--- src/hw/rtl/assert_macros.svh ---
// ============================================================================
// assert_macros.svh
// concurrent assertion shorthands, clocked on i_clk, held off during reset
// ============================================================================
`ifndef ASSERT_MACROS_SVH
`define ASSERT_MACROS_SVH

// antecedent implies consequent in the same cycle
`define TBPM_ASSERT_IMP(lbl, ante, cons) \
    lbl: assert property (@(posedge i_clk) disable iff (!i_rst_n) (ante) |-> (cons)) \
        else $error("tbpm assertion failed");

// antecedent implies consequent in the next cycle
`define TBPM_ASSERT_NXT(lbl, ante, cons) \
    lbl: assert property (@(posedge i_clk) disable iff (!i_rst_n) (ante) |=> (cons)) \
        else $error("tbpm assertion failed");

`endif

--- src/hw/rtl/tbpm_pkg.sv ---
// ============================================================================
// tbpm_pkg
// shared types and constants of the tilt bubble position mapper
// ============================================================================
`default_nettype none

package tbpm_pkg;

    // default module parameters
    localparam int MAX_PANEL_DEF     = 64;
    localparam int POS_FRAC_BITS_DEF = 8;

    // configuration register indexes
    localparam logic [2:0] REG_PANEL_W  = 3'd0;
    localparam logic [2:0] REG_PANEL_H  = 3'd1;
    localparam logic [2:0] REG_FS_SINE  = 3'd2;
    localparam logic [2:0] REG_ENG_SINE = 3'd3;
    localparam logic [2:0] REG_REL_SINE = 3'd4;
    localparam logic [2:0] REG_CR_SINE  = 3'd5;
    localparam logic [2:0] REG_BRIGHT   = 3'd6;

    // configuration reset values
    localparam logic [6:0]  RST_PANEL_W  = 7'd8;
    localparam logic [6:0]  RST_PANEL_H  = 7'd8;
    localparam logic [14:0] RST_FS_SINE  = 15'd11207;
    localparam logic [14:0] RST_ENG_SINE = 15'd286;
    localparam logic [14:0] RST_REL_SINE = 15'd572;
    localparam logic [14:0] RST_CR_SINE  = 15'd572;
    localparam logic [7:0]  RST_BRIGHT   = 8'd32;

    // iterative unit geometry
    localparam int NUM_W      = 64;
    localparam int DEN_W      = 32;
    localparam int RES_W      = 49;
    localparam int DIV_STEPS  = 49;
    localparam int SQRT_STEPS = 32;

    // iterative unit operations
    localparam logic MODE_DIV  = 1'b0;
    localparam logic MODE_SQRT = 1'b1;

    typedef struct packed {
        logic start;
        logic mode;
    } t_iter_req;

    typedef struct packed {
        logic busy;
        logic done;
    } t_iter_rsp;

endpackage

`default_nettype wire

--- src/hw/rtl/tbpm_iter_unit.sv ---
// ============================================================================
// tbpm_iter_unit
// shared bit-serial unit: restoring divide (one quotient bit a cycle) and
// integer square root (one root bit a cycle) on one compare-subtract path
// ============================================================================
`default_nettype none

module tbpm_iter_unit (
    input  wire                            i_clk,
    input  wire                            i_rst_n,
    input  tbpm_pkg::t_iter_req            i_req,
    input  wire [tbpm_pkg::NUM_W-1:0]      i_num,   // dividend (low bits) or radicand
    input  wire [tbpm_pkg::DEN_W-1:0]      i_den,
    output tbpm_pkg::t_iter_rsp            o_rsp,
    output logic [tbpm_pkg::RES_W-1:0]     o_result
);
    import tbpm_pkg::*;

    logic             r_busy;
    logic             r_done;
    logic             r_mode;
    logic [5:0]       r_cnt;
    logic [NUM_W-1:0] r_acc;
    logic [33:0]      r_rem;
    logic [RES_W-1:0] r_res;
    logic [DEN_W-1:0] r_den;

    logic [33:0] cand;
    logic [33:0] opb;
    logic [34:0] diff;
    logic        ge;

    // shared compare and subtract
    always_comb begin
        if (r_mode == MODE_SQRT) begin
            cand = {r_rem[31:0], r_acc[NUM_W-1 -: 2]};
            opb  = {r_res[31:0], 2'b01};
        end else begin
            cand = {r_rem[32:0], r_acc[NUM_W-1]};
            opb  = {2'b00, r_den};
        end
        diff = {1'b0, cand} - {1'b0, opb};
        ge   = ~diff[34];
    end

    // control
    always_ff @(posedge i_clk) begin
        if (!i_rst_n) begin
            r_busy <= 1'b0;
            r_done <= 1'b0;
        end else begin
            r_done <= 1'b0;
            if (i_req.start && !r_busy) begin
                r_busy <= 1'b1;
            end else if (r_busy && r_cnt == 6'd0) begin
                r_busy <= 1'b0;
                r_done <= 1'b1;
            end
        end
    end

    // datapath
    always_ff @(posedge i_clk) begin
        if (i_req.start && !r_busy) begin
            r_mode <= i_req.mode;
            r_rem  <= '0;
            r_res  <= '0;
            r_den  <= i_den;
            if (i_req.mode == MODE_SQRT) begin
                r_acc <= i_num;
                r_cnt <= 6'(SQRT_STEPS - 1);
            end else begin
                r_acc <= {i_num[RES_W-1:0], {(NUM_W-RES_W){1'b0}}};
                r_cnt <= 6'(DIV_STEPS - 1);
            end
        end else if (r_busy) begin
            r_rem <= ge ? diff[33:0] : cand;
            r_res <= {r_res[RES_W-2:0], ge};
            r_cnt <= r_cnt - 6'd1;
            if (r_mode == MODE_SQRT) begin
                r_acc <= {r_acc[NUM_W-3:0], 2'b00};
            end else begin
                r_acc <= {r_acc[NUM_W-2:0], 1'b0};
            end
        end
    end

    assign o_rsp.busy = r_busy;
    assign o_rsp.done = r_done;
    assign o_result   = r_res;

endmodule

`default_nettype wire

--- src/hw/rtl/tilt_bubble_position_mapper.sv ---
// ============================================================================
// tilt_bubble_position_mapper
// maps one tilt sample to a sub-pixel bubble position, level latch and colour
// ============================================================================
// Usage:
//  - s_axis carries one tilt sample per beat; m_axis returns one result beat
//    per sample. The config channel writes one register per beat and is
//    always ready; write only while no sample is in flight.
//  - Samples are worked one at a time by a small sequencer around a shared
//    bit-serial divide / square-root unit and a few small multipliers.
//    s_axis_tready is high only while the sequencer is idle.
//  - An invalid sample skips the shared unit. A valid sample runs a 49-step
//    divide for x, for y, and for proximity when the magnitude is below the
//    colour range; off scale adds a 32-step square root before the divides.
//  - The result sits in an output register; a new sample is accepted while
//    it waits, and the sequencer holds its next result until the receiver
//    takes the current one.
//  - Reset (synchronous, active low) loads the default registers, clears
//    the level latch and empties the output register.
// ============================================================================
`default_nettype none
`include "assert_macros.svh"

module tilt_bubble_position_mapper #(
    parameter int MAX_PANEL     = tbpm_pkg::MAX_PANEL_DEF,
    parameter int POS_FRAC_BITS = tbpm_pkg::POS_FRAC_BITS_DEF
) (
    input  wire         i_clk,
    input  wire         i_rst_n,
    // config write channel
    input  wire         i_cfg_valid,
    output logic        o_cfg_ready,
    input  wire  [2:0]  i_cfg_addr,
    input  wire  [14:0] i_cfg_data,
    // sample input
    input  wire         s_axis_tvalid,
    output logic        s_axis_tready,
    input  wire  [47:0] s_axis_tdata,   // tilt_x[15:0], tilt_y[31:16], tilt_magnitude[46:32]
    input  wire         s_axis_tuser,   // tilt_valid
    // result output
    output logic        m_axis_tvalid,
    input  wire         m_axis_tready,
    output logic [63:0] m_axis_tdata,   // bubble_x[13:0], bubble_y[27:14], proximity[44:28],
                                        // color_red[52:45], color_green[60:53]
    output logic [1:0]  m_axis_tuser    // clamped[0], is_locked[1]
);
    import tbpm_pkg::*;

    localparam int DIM_W = $clog2(MAX_PANEL + 1);
    localparam int DW1   = (MAX_PANEL > 1) ? $clog2(MAX_PANEL) : 1;
    localparam int CW    = DW1 + POS_FRAC_BITS - 1;
    localparam int PW    = CW + 1;
    localparam int XW    = (PW > 14) ? PW : 14;
    localparam int MW    = 17 + CW;
    localparam int RW    = MW + 1 - 16;

    localparam logic [16:0] ONE_Q16 = 17'h10000;

    // sequencer states
    localparam logic [4:0] ST_IDLE  = 5'd0;
    localparam logic [4:0] ST_MULX  = 5'd1;
    localparam logic [4:0] ST_MULY  = 5'd2;
    localparam logic [4:0] ST_MULF  = 5'd3;
    localparam logic [4:0] ST_CHECK = 5'd4;
    localparam logic [4:0] ST_SQ_GO = 5'd5;
    localparam logic [4:0] ST_SQ_W  = 5'd6;
    localparam logic [4:0] ST_DX_GO = 5'd7;
    localparam logic [4:0] ST_DX_W  = 5'd8;
    localparam logic [4:0] ST_DY_GO = 5'd9;
    localparam logic [4:0] ST_DY_W  = 5'd10;
    localparam logic [4:0] ST_PROX  = 5'd11;
    localparam logic [4:0] ST_DP_GO = 5'd12;
    localparam logic [4:0] ST_DP_W  = 5'd13;
    localparam logic [4:0] ST_PMX   = 5'd14;
    localparam logic [4:0] ST_PMY   = 5'd15;
    localparam logic [4:0] ST_PAD   = 5'd16;
    localparam logic [4:0] ST_CMR   = 5'd17;
    localparam logic [4:0] ST_CMG   = 5'd18;
    localparam logic [4:0] ST_OUT   = 5'd19;

    // configuration registers
    logic [6:0]  r_pw, r_ph;
    logic [14:0] r_fs, r_eng, r_rel, r_cr;
    logic [7:0]  r_bright;
    logic        r_latch;

    // sample and working registers
    logic [4:0]  r_state, n_state;
    logic [15:0] r_ax, r_ay;
    logic        r_nx, r_ny, r_vld, r_off;
    logic [14:0] r_mag;
    logic [31:0] r_n;
    logic [29:0] r_fs2;
    logic [31:0] r_s;
    logic [16:0] r_tx, r_ty, r_prox;
    logic [MW-1:0] r_mx, r_my;
    logic [PW-1:0] r_posx, r_posy;
    logic [7:0]  r_red;
    logic [24:0] r_cprod;

    // output register
    logic        r_oval;
    logic [13:0] r_obx, r_oby;
    logic [16:0] r_oprox;
    logic [7:0]  r_ored, r_ogrn;
    logic        r_ooff, r_olock;

    // iterative unit interface
    t_iter_req          iter_req;
    t_iter_rsp          iter_rsp;
    logic [NUM_W-1:0]   iter_num;
    logic [DEN_W-1:0]   iter_den;
    logic [RES_W-1:0]   iter_res;
    logic [16:0]        q_clamp;

    logic [14:0] fs_eff, cr_eff;
    logic [DIM_W-1:0] dim_x, dim_y;
    logic [CW-1:0] cx, cy;
    logic [15:0] in_ax, in_ay;
    logic        in_acc, out_free, n_latch;

    // effective config values
    assign fs_eff = (r_fs == 15'd0) ? 15'd1 : r_fs;
    assign cr_eff = (r_cr == 15'd0) ? 15'd1 : r_cr;

    always_comb begin
        if (r_pw == 7'd0) begin
            dim_x = DIM_W'(1);
        end else if (int'(r_pw) > MAX_PANEL) begin
            dim_x = DIM_W'(MAX_PANEL);
        end else begin
            dim_x = DIM_W'(r_pw);
        end
        if (r_ph == 7'd0) begin
            dim_y = DIM_W'(1);
        end else if (int'(r_ph) > MAX_PANEL) begin
            dim_y = DIM_W'(MAX_PANEL);
        end else begin
            dim_y = DIM_W'(r_ph);
        end
    end

    // panel centre in position units
    assign cx = {DW1'(dim_x - DIM_W'(1)), {(POS_FRAC_BITS-1){1'b0}}};
    assign cy = {DW1'(dim_y - DIM_W'(1)), {(POS_FRAC_BITS-1){1'b0}}};

    // handshakes
    assign o_cfg_ready   = 1'b1;
    assign s_axis_tready = (r_state == ST_IDLE);
    assign in_acc        = s_axis_tvalid && s_axis_tready;
    assign out_free      = !r_oval || m_axis_tready;

    // sign and size of the input sines
    assign in_ax = s_axis_tdata[15] ? (16'd0 - s_axis_tdata[15:0])  : s_axis_tdata[15:0];
    assign in_ay = s_axis_tdata[31] ? (16'd0 - s_axis_tdata[31:16]) : s_axis_tdata[31:16];

    // level latch with hysteresis
    always_comb begin
        if (!s_axis_tuser || r_eng == 15'd0) begin
            n_latch = 1'b0;
        end else if (r_latch) begin
            n_latch = (s_axis_tdata[46:32] <= r_rel);
        end else begin
            n_latch = (s_axis_tdata[46:32] <= r_eng);
        end
    end

    // config writes and latch
    always_ff @(posedge i_clk) begin
        if (!i_rst_n) begin
            r_pw     <= RST_PANEL_W;
            r_ph     <= RST_PANEL_H;
            r_fs     <= RST_FS_SINE;
            r_eng    <= RST_ENG_SINE;
            r_rel    <= RST_REL_SINE;
            r_cr     <= RST_CR_SINE;
            r_bright <= RST_BRIGHT;
            r_latch  <= 1'b0;
        end else begin
            if (i_cfg_valid) begin
                case (i_cfg_addr)
                    REG_PANEL_W:  r_pw     <= i_cfg_data[6:0];
                    REG_PANEL_H:  r_ph     <= i_cfg_data[6:0];
                    REG_FS_SINE:  r_fs     <= i_cfg_data;
                    REG_ENG_SINE: r_eng    <= i_cfg_data;
                    REG_REL_SINE: r_rel    <= i_cfg_data;
                    REG_CR_SINE:  r_cr     <= i_cfg_data;
                    REG_BRIGHT:   r_bright <= i_cfg_data[7:0];
                    default: ;
                endcase
            end
            if (in_acc) begin
                r_latch <= n_latch;
            end
        end
    end

    // operand select for the shared unit
    always_comb begin
        iter_req.start = 1'b0;
        iter_req.mode  = MODE_DIV;
        iter_num       = '0;
        iter_den       = '0;
        case (r_state)
            ST_SQ_GO: begin
                iter_req.start = 1'b1;
                iter_req.mode  = MODE_SQRT;
                iter_num       = {r_n, 32'd0};
            end
            ST_DX_GO, ST_DY_GO: begin
                iter_req.start = 1'b1;
                if (r_off) begin
                    iter_num = {16'd0, ((r_state == ST_DX_GO) ? r_ax : r_ay), 32'd0}
                             + {33'd0, r_s[31:1]};
                    iter_den = r_s;
                end else begin
                    iter_num = {32'd0, ((r_state == ST_DX_GO) ? r_ax : r_ay), 16'd0}
                             + {50'd0, fs_eff[14:1]};
                    iter_den = {17'd0, fs_eff};
                end
            end
            ST_DP_GO: begin
                iter_req.start = 1'b1;
                iter_num       = {33'd0, r_mag, 16'd0} + {50'd0, cr_eff[14:1]};
                iter_den       = {17'd0, cr_eff};
            end
            default: ;
        endcase
    end

    tbpm_iter_unit u_iter (
        .i_clk    (i_clk),
        .i_rst_n  (i_rst_n),
        .i_req    (iter_req),
        .i_num    (iter_num),
        .i_den    (iter_den),
        .o_rsp    (iter_rsp),
        .o_result (iter_res)
    );

    assign q_clamp = (iter_res > RES_W'(ONE_Q16)) ? ONE_Q16 : iter_res[16:0];

    // round travel times centre, clamp, and place about the centre
    function automatic logic [PW-1:0] axis_pos(input logic [MW-1:0] prod,
                                               input logic [CW-1:0] c,
                                               input logic neg);
        logic [RW-1:0] m;
        logic [CW-1:0] mc;
        begin
            m  = RW'(({1'b0, prod} + (MW+1)'(32768)) >> 16);
            mc = (m > RW'(c)) ? c : m[CW-1:0];
            axis_pos = neg ? ({1'b0, c} - {1'b0, mc}) : ({1'b0, c} + {1'b0, mc});
        end
    endfunction

    // next state
    always_comb begin
        n_state = r_state;
        case (r_state)
            ST_IDLE:  if (in_acc) n_state = ST_MULX;
            ST_MULX:  n_state = ST_MULY;
            ST_MULY:  n_state = ST_MULF;
            ST_MULF:  n_state = ST_CHECK;
            ST_CHECK: begin
                if (!r_vld) begin
                    n_state = ST_PROX;
                end else if ({2'b00, r_fs2} < r_n) begin
                    n_state = ST_SQ_GO;
                end else begin
                    n_state = ST_DX_GO;
                end
            end
            ST_SQ_GO: n_state = ST_SQ_W;
            ST_SQ_W:  if (iter_rsp.done) n_state = ST_DX_GO;
            ST_DX_GO: n_state = ST_DX_W;
            ST_DX_W:  if (iter_rsp.done) n_state = ST_DY_GO;
            ST_DY_GO: n_state = ST_DY_W;
            ST_DY_W:  if (iter_rsp.done) n_state = ST_PROX;
            ST_PROX:  n_state = (r_vld && r_mag < cr_eff) ? ST_DP_GO : ST_PMX;
            ST_DP_GO: n_state = ST_DP_W;
            ST_DP_W:  if (iter_rsp.done) n_state = ST_PMX;
            ST_PMX:   n_state = ST_PMY;
            ST_PMY:   n_state = ST_PAD;
            ST_PAD:   n_state = ST_CMR;
            ST_CMR:   n_state = ST_CMG;
            ST_CMG:   n_state = ST_OUT;
            ST_OUT:   if (out_free) n_state = ST_IDLE;
            default:  n_state = ST_IDLE;
        endcase
    end

    // control registers
    always_ff @(posedge i_clk) begin
        if (!i_rst_n) begin
            r_state <= ST_IDLE;
            r_oval  <= 1'b0;
        end else begin
            r_state <= n_state;
            if (r_state == ST_OUT && out_free) begin
                r_oval <= 1'b1;
            end else if (m_axis_tready) begin
                r_oval <= 1'b0;
            end
        end
    end

    // datapath registers
    always_ff @(posedge i_clk) begin
        case (r_state)
            ST_IDLE: begin
                r_ax  <= in_ax;
                r_ay  <= in_ay;
                r_nx  <= s_axis_tdata[15];
                r_ny  <= s_axis_tdata[31];
                r_mag <= s_axis_tdata[46:32];
                r_vld <= s_axis_tuser;
                r_tx  <= '0;
                r_ty  <= '0;
            end
            ST_MULX:  r_n   <= r_ax * r_ax;
            ST_MULY:  r_n   <= r_n + r_ay * r_ay;
            ST_MULF:  r_fs2 <= fs_eff * fs_eff;
            ST_CHECK: r_off <= r_vld && ({2'b00, r_fs2} < r_n);
            ST_SQ_W:  if (iter_rsp.done) r_s <= iter_res[31:0];
            ST_DX_W:  if (iter_rsp.done) r_tx <= q_clamp;
            ST_DY_W:  if (iter_rsp.done) r_ty <= q_clamp;
            ST_PROX:  r_prox <= r_latch ? ONE_Q16 : 17'd0;
            ST_DP_W:  if (iter_rsp.done) r_prox <= r_latch ? ONE_Q16 : (ONE_Q16 - q_clamp);
            ST_PMX:   r_mx <= r_tx * cx;
            ST_PMY: begin
                r_my   <= r_ty * cy;
                r_posx <= axis_pos(r_mx, cx, r_nx);
            end
            ST_PAD:   r_posy  <= axis_pos(r_my, cy, r_ny);
            ST_CMR:   r_cprod <= r_bright * (ONE_Q16 - r_prox);
            ST_CMG: begin
                r_red   <= 8'(({1'b0, r_cprod} + 26'd32768) >> 16);
                r_cprod <= r_bright * r_prox;
            end
            ST_OUT: begin
                if (out_free) begin
                    r_obx   <= 14'(XW'(r_posx));
                    r_oby   <= 14'(XW'(r_posy));
                    r_oprox <= r_prox;
                    r_ored  <= r_red;
                    r_ogrn  <= 8'(({1'b0, r_cprod} + 26'd32768) >> 16);
                    r_ooff  <= r_off;
                    r_olock <= r_latch;
                end
            end
            default: ;
        endcase
    end

    assign m_axis_tvalid = r_oval;
    assign m_axis_tdata  = {3'd0, r_ogrn, r_ored, r_oprox, r_oby, r_obx};
    assign m_axis_tuser  = {r_olock, r_ooff};

    // checks
    `TBPM_ASSERT_NXT(a_one_sample_at_a_time, s_axis_tvalid && s_axis_tready, !s_axis_tready)
    `TBPM_ASSERT_IMP(a_locked_is_level, m_axis_tvalid && m_axis_tuser[1],
                     m_axis_tdata[44:28] == ONE_Q16)
    `TBPM_ASSERT_IMP(a_prox_in_range, m_axis_tvalid, m_axis_tdata[44:28] <= ONE_Q16)
    `TBPM_ASSERT_IMP(a_unit_started_idle, iter_req.start, !iter_rsp.busy)

endmodule

`default_nettype wire
--- config.mk ---
export PLATFORM = sky130hd
export DESIGN_NAME = tilt_bubble_position_mapper
export DESIGN_NICKNAME = d
export VERILOG_FILES = /design/src/hw/rtl/tbpm_pkg.sv /design/src/hw/rtl/tbpm_iter_unit.sv /design/src/hw/rtl/tilt_bubble_position_mapper.sv
export VERILOG_INCLUDE_DIRS = /design/src /design/src/hw/rtl
export SDC_FILE = /design/constraint.sdc
export NUM_CORES = 2
export LEC_CHECK = 0
export BUFFER_PORTS_ARGS = -buffer_cell sky130_fd_sc_hd__clkbuf_2
export CAP_MARGIN = 15
export CORE_ASPECT_RATIO = 0.75
export CORE_MARGIN = 2
export CORE_UTILIZATION = 50
export DETAILED_ROUTE_END_ITERATION = 8
export PLACE_DENSITY = 0.74
export SLEW_MARGIN = 5
export SYNTH_ARGS = -nofsm -noshare
export SYNTH_HDL_FRONTEND = slang
export SYNTH_SLANG_ARGS = --single-unit
--- constraint.sdc ---
create_clock -name i_clk -period 6.3 [get_ports i_clk]
set_input_delay 0.315 -clock i_clk [delete_from_list [all_inputs] [get_ports i_clk]]
set_output_delay 0.315 -clock i_clk [all_outputs]
set_load 0.02 [all_outputs]
# --- Yosys cells after proc, flatten, opt, wreduce, memory -nomap -nowiden ---
# Index checks and enable logic that the tools add are counted.
word_totals:
  regBits: 641
  latch_bits: 0
  mem_bits_rw: 0
  rom_bits: 0
  input_bits: 72
  output_inout_bits: 69
  word_cells: 213
  mem_count: 0
classes:
  add_sub_neg: 19
  mul: 7
  div: 0
  order_cmp: 9
  eq_ne: 31
  n_shift: 0
  n_mux: 56
  bitwise: 2
  reduce_logical: 43
ops:
  columns: ["operator", "count"]
  rows:
  - ["64-bit two-way mux", 4]
  - ["64-bit case mux with 3 select lines", 1]
  - ["32-bit case mux with 2 select lines", 2]
  - ["17-bit case mux with 2 select lines", 3]
  - ["5-bit case mux with 20 select lines", 1]
  - ["17-bit two-way mux", 5]
  - ["34-bit two-way mux", 2]
  - ["16-bit by 16-bit multiplier with 32-bit output", 2]
  - ["30-bit by 16-bit adder with 31-bit output (second input constant)", 2]
  - ["15-bit two-way mux", 4]
  - ["48-bit by 31-bit adder with 49-bit output", 1]
  - ["49-bit by 17-bit greater-than comparator with 1-bit output (second input constant)", 1]
  - ["49-bit two-way mux", 1]
  - ["24-bit case mux with 2 select lines", 1]
  - ["17-bit by 6-bit multiplier with 23-bit output", 2]
  - ["15-bit logical NOT", 3]
  - ["6-bit two-way mux", 7]
  - ["5-bit by 4-bit equality test with 1-bit output (second input constant)", 8]
  - ["34-bit by 34-bit subtractor with 35-bit output", 1]
  - ["32-bit by 14-bit adder with 33-bit output", 1]
  - ["33-bit two-way mux", 1]
  - ["31-bit by 14-bit adder with 32-bit output", 1]
  - ["32-bit adder", 1]
  - ["30-bit by 32-bit < comparator with 1-bit output", 1]
  - ["other kinds (44)", 111]

# --- Logic depth before layout (Yosys ltp) ---
depth:
  depth_word: 8
  ltp_mapped: 29
  mapped_depth_nobuf: 24

# --- By module ---
# Synthesis repeated with hierarchy kept, for this count alone.
hier_totals:
  hier_cells: 7131
  hier_area_um2: 67120.6
modules_own_cells:
  columns: ["module", "instances", "cells_each", "area_each_um2", "seq_area_each_um2"]
  rows:
  - ["tilt_bubble_position_mapper", 1, 6045, 56437.9, 11781.3]
  - ["tbpm_iter_unit", 1, 1086, 10682.7, 4774.6]

# --- Least setup slack after synthesis ---
# OpenSTA, ideal clock, no wires.
synth_path:
  path_type: "reg-to-reg"
  startpoint: "reg r_ax[1]"
  endpoint: "reg r_n[31], data pin"
  setup_ps: 259
  arrival_time_ps: 6279
  t_required_ps: 6041
  path_slack_ps: -238
  path_stages_with_launch: 23
  path_buffers: 2
  period_less_slack_ps: 6538
  path_cell_list: "edfxtp_1 clkbuf_1 clkbuf_1 and2_1 fa_1 inv_1 fa_1 inv_1 fa_1 inv_1 fa_1 fa_1 inv_1 fa_1 ha_1 nand2_1 nor4_1 a211oi_1 nor4_1 o221ai_1 a211oi_1 o21ai_0 a211o_1"
synth_between:
  elab_chain_cells: 2
synth_lines:
  columns: ["element", "line_no", "text"]
  rows:
  - ["start, declared", "tilt_bubble_position_mapper.sv:89", "logic [15:0] r_ax, r_ay;"]
  - ["start signal, assigned", "tilt_bubble_position_mapper.sv:311", "r_ax <= in_ax;"]
  - ["16-bit by 16-bit multiplier with 32-bit output", "tilt_bubble_position_mapper.sv:320", "ST_MULX: r_n <= r_ax * r_ax;"]
  - ["32-bit case mux with 2 select lines", "tilt_bubble_position_mapper.sv:309", "case (r_state)"]
  - ["end signal, assigned", "tilt_bubble_position_mapper.sv:320", null]
  - ["end signal, assigned", "tilt_bubble_position_mapper.sv:321", "ST_MULY: r_n <= r_n + r_ay * r_ay;"]
  - ["end, declared", "tilt_bubble_position_mapper.sv:92", "logic [31:0] r_n;"]
# Every way passes these cells.
# A chain may end at the register's enable or synchronous reset.

# --- Final worst setup path ---
layout_path:
  startpoint: "reg r_ax[3]"
  endpoint: "reg r_n[30], data pin"
# The elaborated chain is that of the path after synthesis.

==> impl_metrics.ini <==
[outcome]
status = finished, violations left
violations = negative setup slack

[logic_synthesis]
synth_edf_count = 436
synthTopCellsByArea = fa_1 25%, edfxtp_1 20%, ha_1 11%, inv_1 7.1%, dfxtp_1 5.3%
yosys.area.top_type = fa_1
yosys.cell_types.count = 85
ys_seq_elements = 609
syn-cell-area_sq_um = 65700
synth_commonest_cells = 1,251 x inv_1, 813 x fa_1, 809 x nand2_1, 580 x ha_1, 436 x edfxtp_1
syn_avg_cell_area_sq_um = 9.57
synth_top_flop_cell = edfxtp_1
yosysSeqAreaShare = 0.252
synth_top_area_frac = 0.248
synthArstFlopShare = 0
yosys.cell_count.top_type = inv_1
ys_warn_count = 0
syn_inst = 6861

[clock_tree]
cts_buffer_depth = 3
cts-htree-levels = 3
worstSkewPairLatency_ns = 0.67
cts_sinks = 609
cts_tree = built
cts_root_buffer = clkbuf_16
clk_pin_slew_worst_paths_ns = 0.07
cts_made_buffers = 72

[drt]
first_pass_iters = 8
drc_errors = 0
drtAntennaViolNets = 0
vias = 50900
routed_wl_mm = 184
wl_per_cell_microns = 20.1
drt_iter0_markers = 4940
viasPerCell = 5.56

[placed_design]
place_ws_ns = -0.310
place_inst = 8903
place.port_buffers = 135
placed_area_sq_um = 70800
gp_congestion = 1.00
dp_hpwl_mm = 145

[critical_path]
required_ns = 6.69
path_cells = and2_4 -> inv_1 -> fa_1 -> inv_2 -> fa_1 -> inv_2 -> fa_1 -> inv_2 -> fa_1 -> inv_2 -> fa_1 -> inv_2 -> fa_1 -> ha_4 -> nand2_2 -> o211ai_1 -> a311oi_1 -> buf_4 -> o41ai_4 -> a21oi_2 -> a211oi_2 -> a211o_1 -> mux2i_1 -> o211ai_1
critPathBufInv = 7
startpoint_type = register
crit_type = register to register
arrival_ns = 6.87
slowest_stage = fa_1
cp-end-kind = register
r2r_end = r_n[30]
cp_common_cell = fa_1
critPathMaxFanout = 4
cp_top_family = adder cells
slowest_delay_ns = 0.55
r2r_start = r_ax[3]
r2r_setup_slack_ns = -0.18
r2r.worst_path.cells = 24

[timing]
final-setup-viol-count = 9
hold_ws_ns = 0.0494
finalHoldViolations = 0
fin_ws_ns = -0.176
max-slew-margin-rel = 0.127
final.setup_skew_ns = 0.0424
timing.fmax_ghz = 0.154
rsz0062_at_grt = true
slew_viol_final = 0
min_period_ns = 6.48
worstMarginPinSlew_ns = 1.30
finalCritPeriodShare = 1.03

[die]
fp-row-count = 115
io_pins = 141
die_y_microns = 318
initial_core_util = 0.502
die-area_sq_um = 134000
die-width_microns = 422
core_sq_um = 131000

[cells_and_area]
fin_nets = 8788
area_delta_synth_final_pct = 14.8
final_cells = 9145
drive_gt1_frac = 0.144
post-route-cell-area_sq_um = 75400

[run]
maxCapViolCount = 0

[worst_hold_path]
min_path_cells = 2
holdPathEnd = r_ay[10]
hold_path_class = input port to register
hp-start = s_axis_tdata[26]

[global_routing]
grt-ovfl-total = 0
grt_max_degree = 70
track_usage = 0.275
first_global_vias = 51800
antenna_found_initial = 15
grt_pass1_wl_mm = 291
cells in the final DEF, fill, tap and decap left out, types with 34 or more instances in the layout:
master,count
o21a_1,42
xnor2_1,173
nand2_1,781
mux2i_1,139
a22o_1,50
inv_1,1219
and3_1,35
a21oi_1,249
nand2b_1,43
ha_1,550
o22ai_1,34
clkbuf_2,135
clkbuf_16,77
buf_4,426
xor2_1,84
nand3_1,76
edfxtp_1,436
fa_1,794
inv_2,34
and2_1,383
mux2_2,41
o21ai_0,188
dfxtp_1,157
o211ai_1,38
a21o_1,99
buf_6,42
nor3_1,58
nor2_1,223
nor2b_1,82
metrics by stage:
step / utilization / setup TNS, ns
2_1_floorplan: - / -0.0146
3_3_place_gp: 0.541 / -1.69
3_5_place_dp: 0.541 / -2.47
4_1_cts: 0.567 / -0.453
5_1_grt: 0.577 / -2.63
6_report: 0.577 / -0.535
registers in the layout, summed over array words and instances (netlist names), 16 cells and up:
signal and count:
u_iter.o_result 49, u_iter.r_rem 33, r_oprox 17, r_prox 17
r_s 32, u_iter.r_den 32, r_tx 17, r_fs2 29
u_iter.r_acc 64, r_ty 17, r_ay 16, r_ax 16
r_n 32
logic make-up after synthesis:
group,share of synthesized area
XOR/XNOR,0.0361
buffers and inverters,0.0873
other,0.000114
AO/OA/AOI/OAI,0.0962
multiplexers,0.0284
AND/OR/NAND/NOR,0.141
flip-flops,0.252
adder cells (fa/ha/maj),0.358
how the worst max path moves through the flow:
stage	from	endpoint	slack, ns	cells after the start
detailed placement	r_ay[3]	r_n[24]	-0.31	23
floorplan	r_ax[1]	r_n[31]	-0.01	22
finish	r_ax[3]	r_n[30]	-0.18	24
global route	r_ay[2]	r_n[31]	-0.34	22
global placement	r_ay[5]	r_n[31]	-0.26	23
CTS	r_ay[10]	r_n[24]	-0.12	24
final cells by class:
type / count / area, sq um
tap: 1755 / 2200
antenna: 9 / 22.5
clock buffer: 90 / 2000
inverter: 1256 / 4720
clock inverter: 42 / 430
fill: 10900 / 55400
timing repair buffer: 645 / 4870
sequential: 609 / 16600
multi-input combinational: 4739 / 44600
layer usage:
metal,track usage,vias to the layer above,routed length [microns]
met5,0,-,31
met3,0.0593,399,16500
met4,0.103,4,7840
li1,-,23200,-
met2,0.413,2063,80100
met1,0.390,25200,79500
what timing repair did:
item / CTS / global route
setup endpoints to repair: 18 / 26
hold buffers: 32 / 0
setup buffers: 37 / 33
endpoints found under the hold margin: 38 / 0
pin swaps: 43 / 167
resized for setup: 84 / 230
cloned: 0 / 0
Power is left out: the tool's default activity adds up to more than one toggle a clock period on the data nets, which glitch-free logic cannot reach.
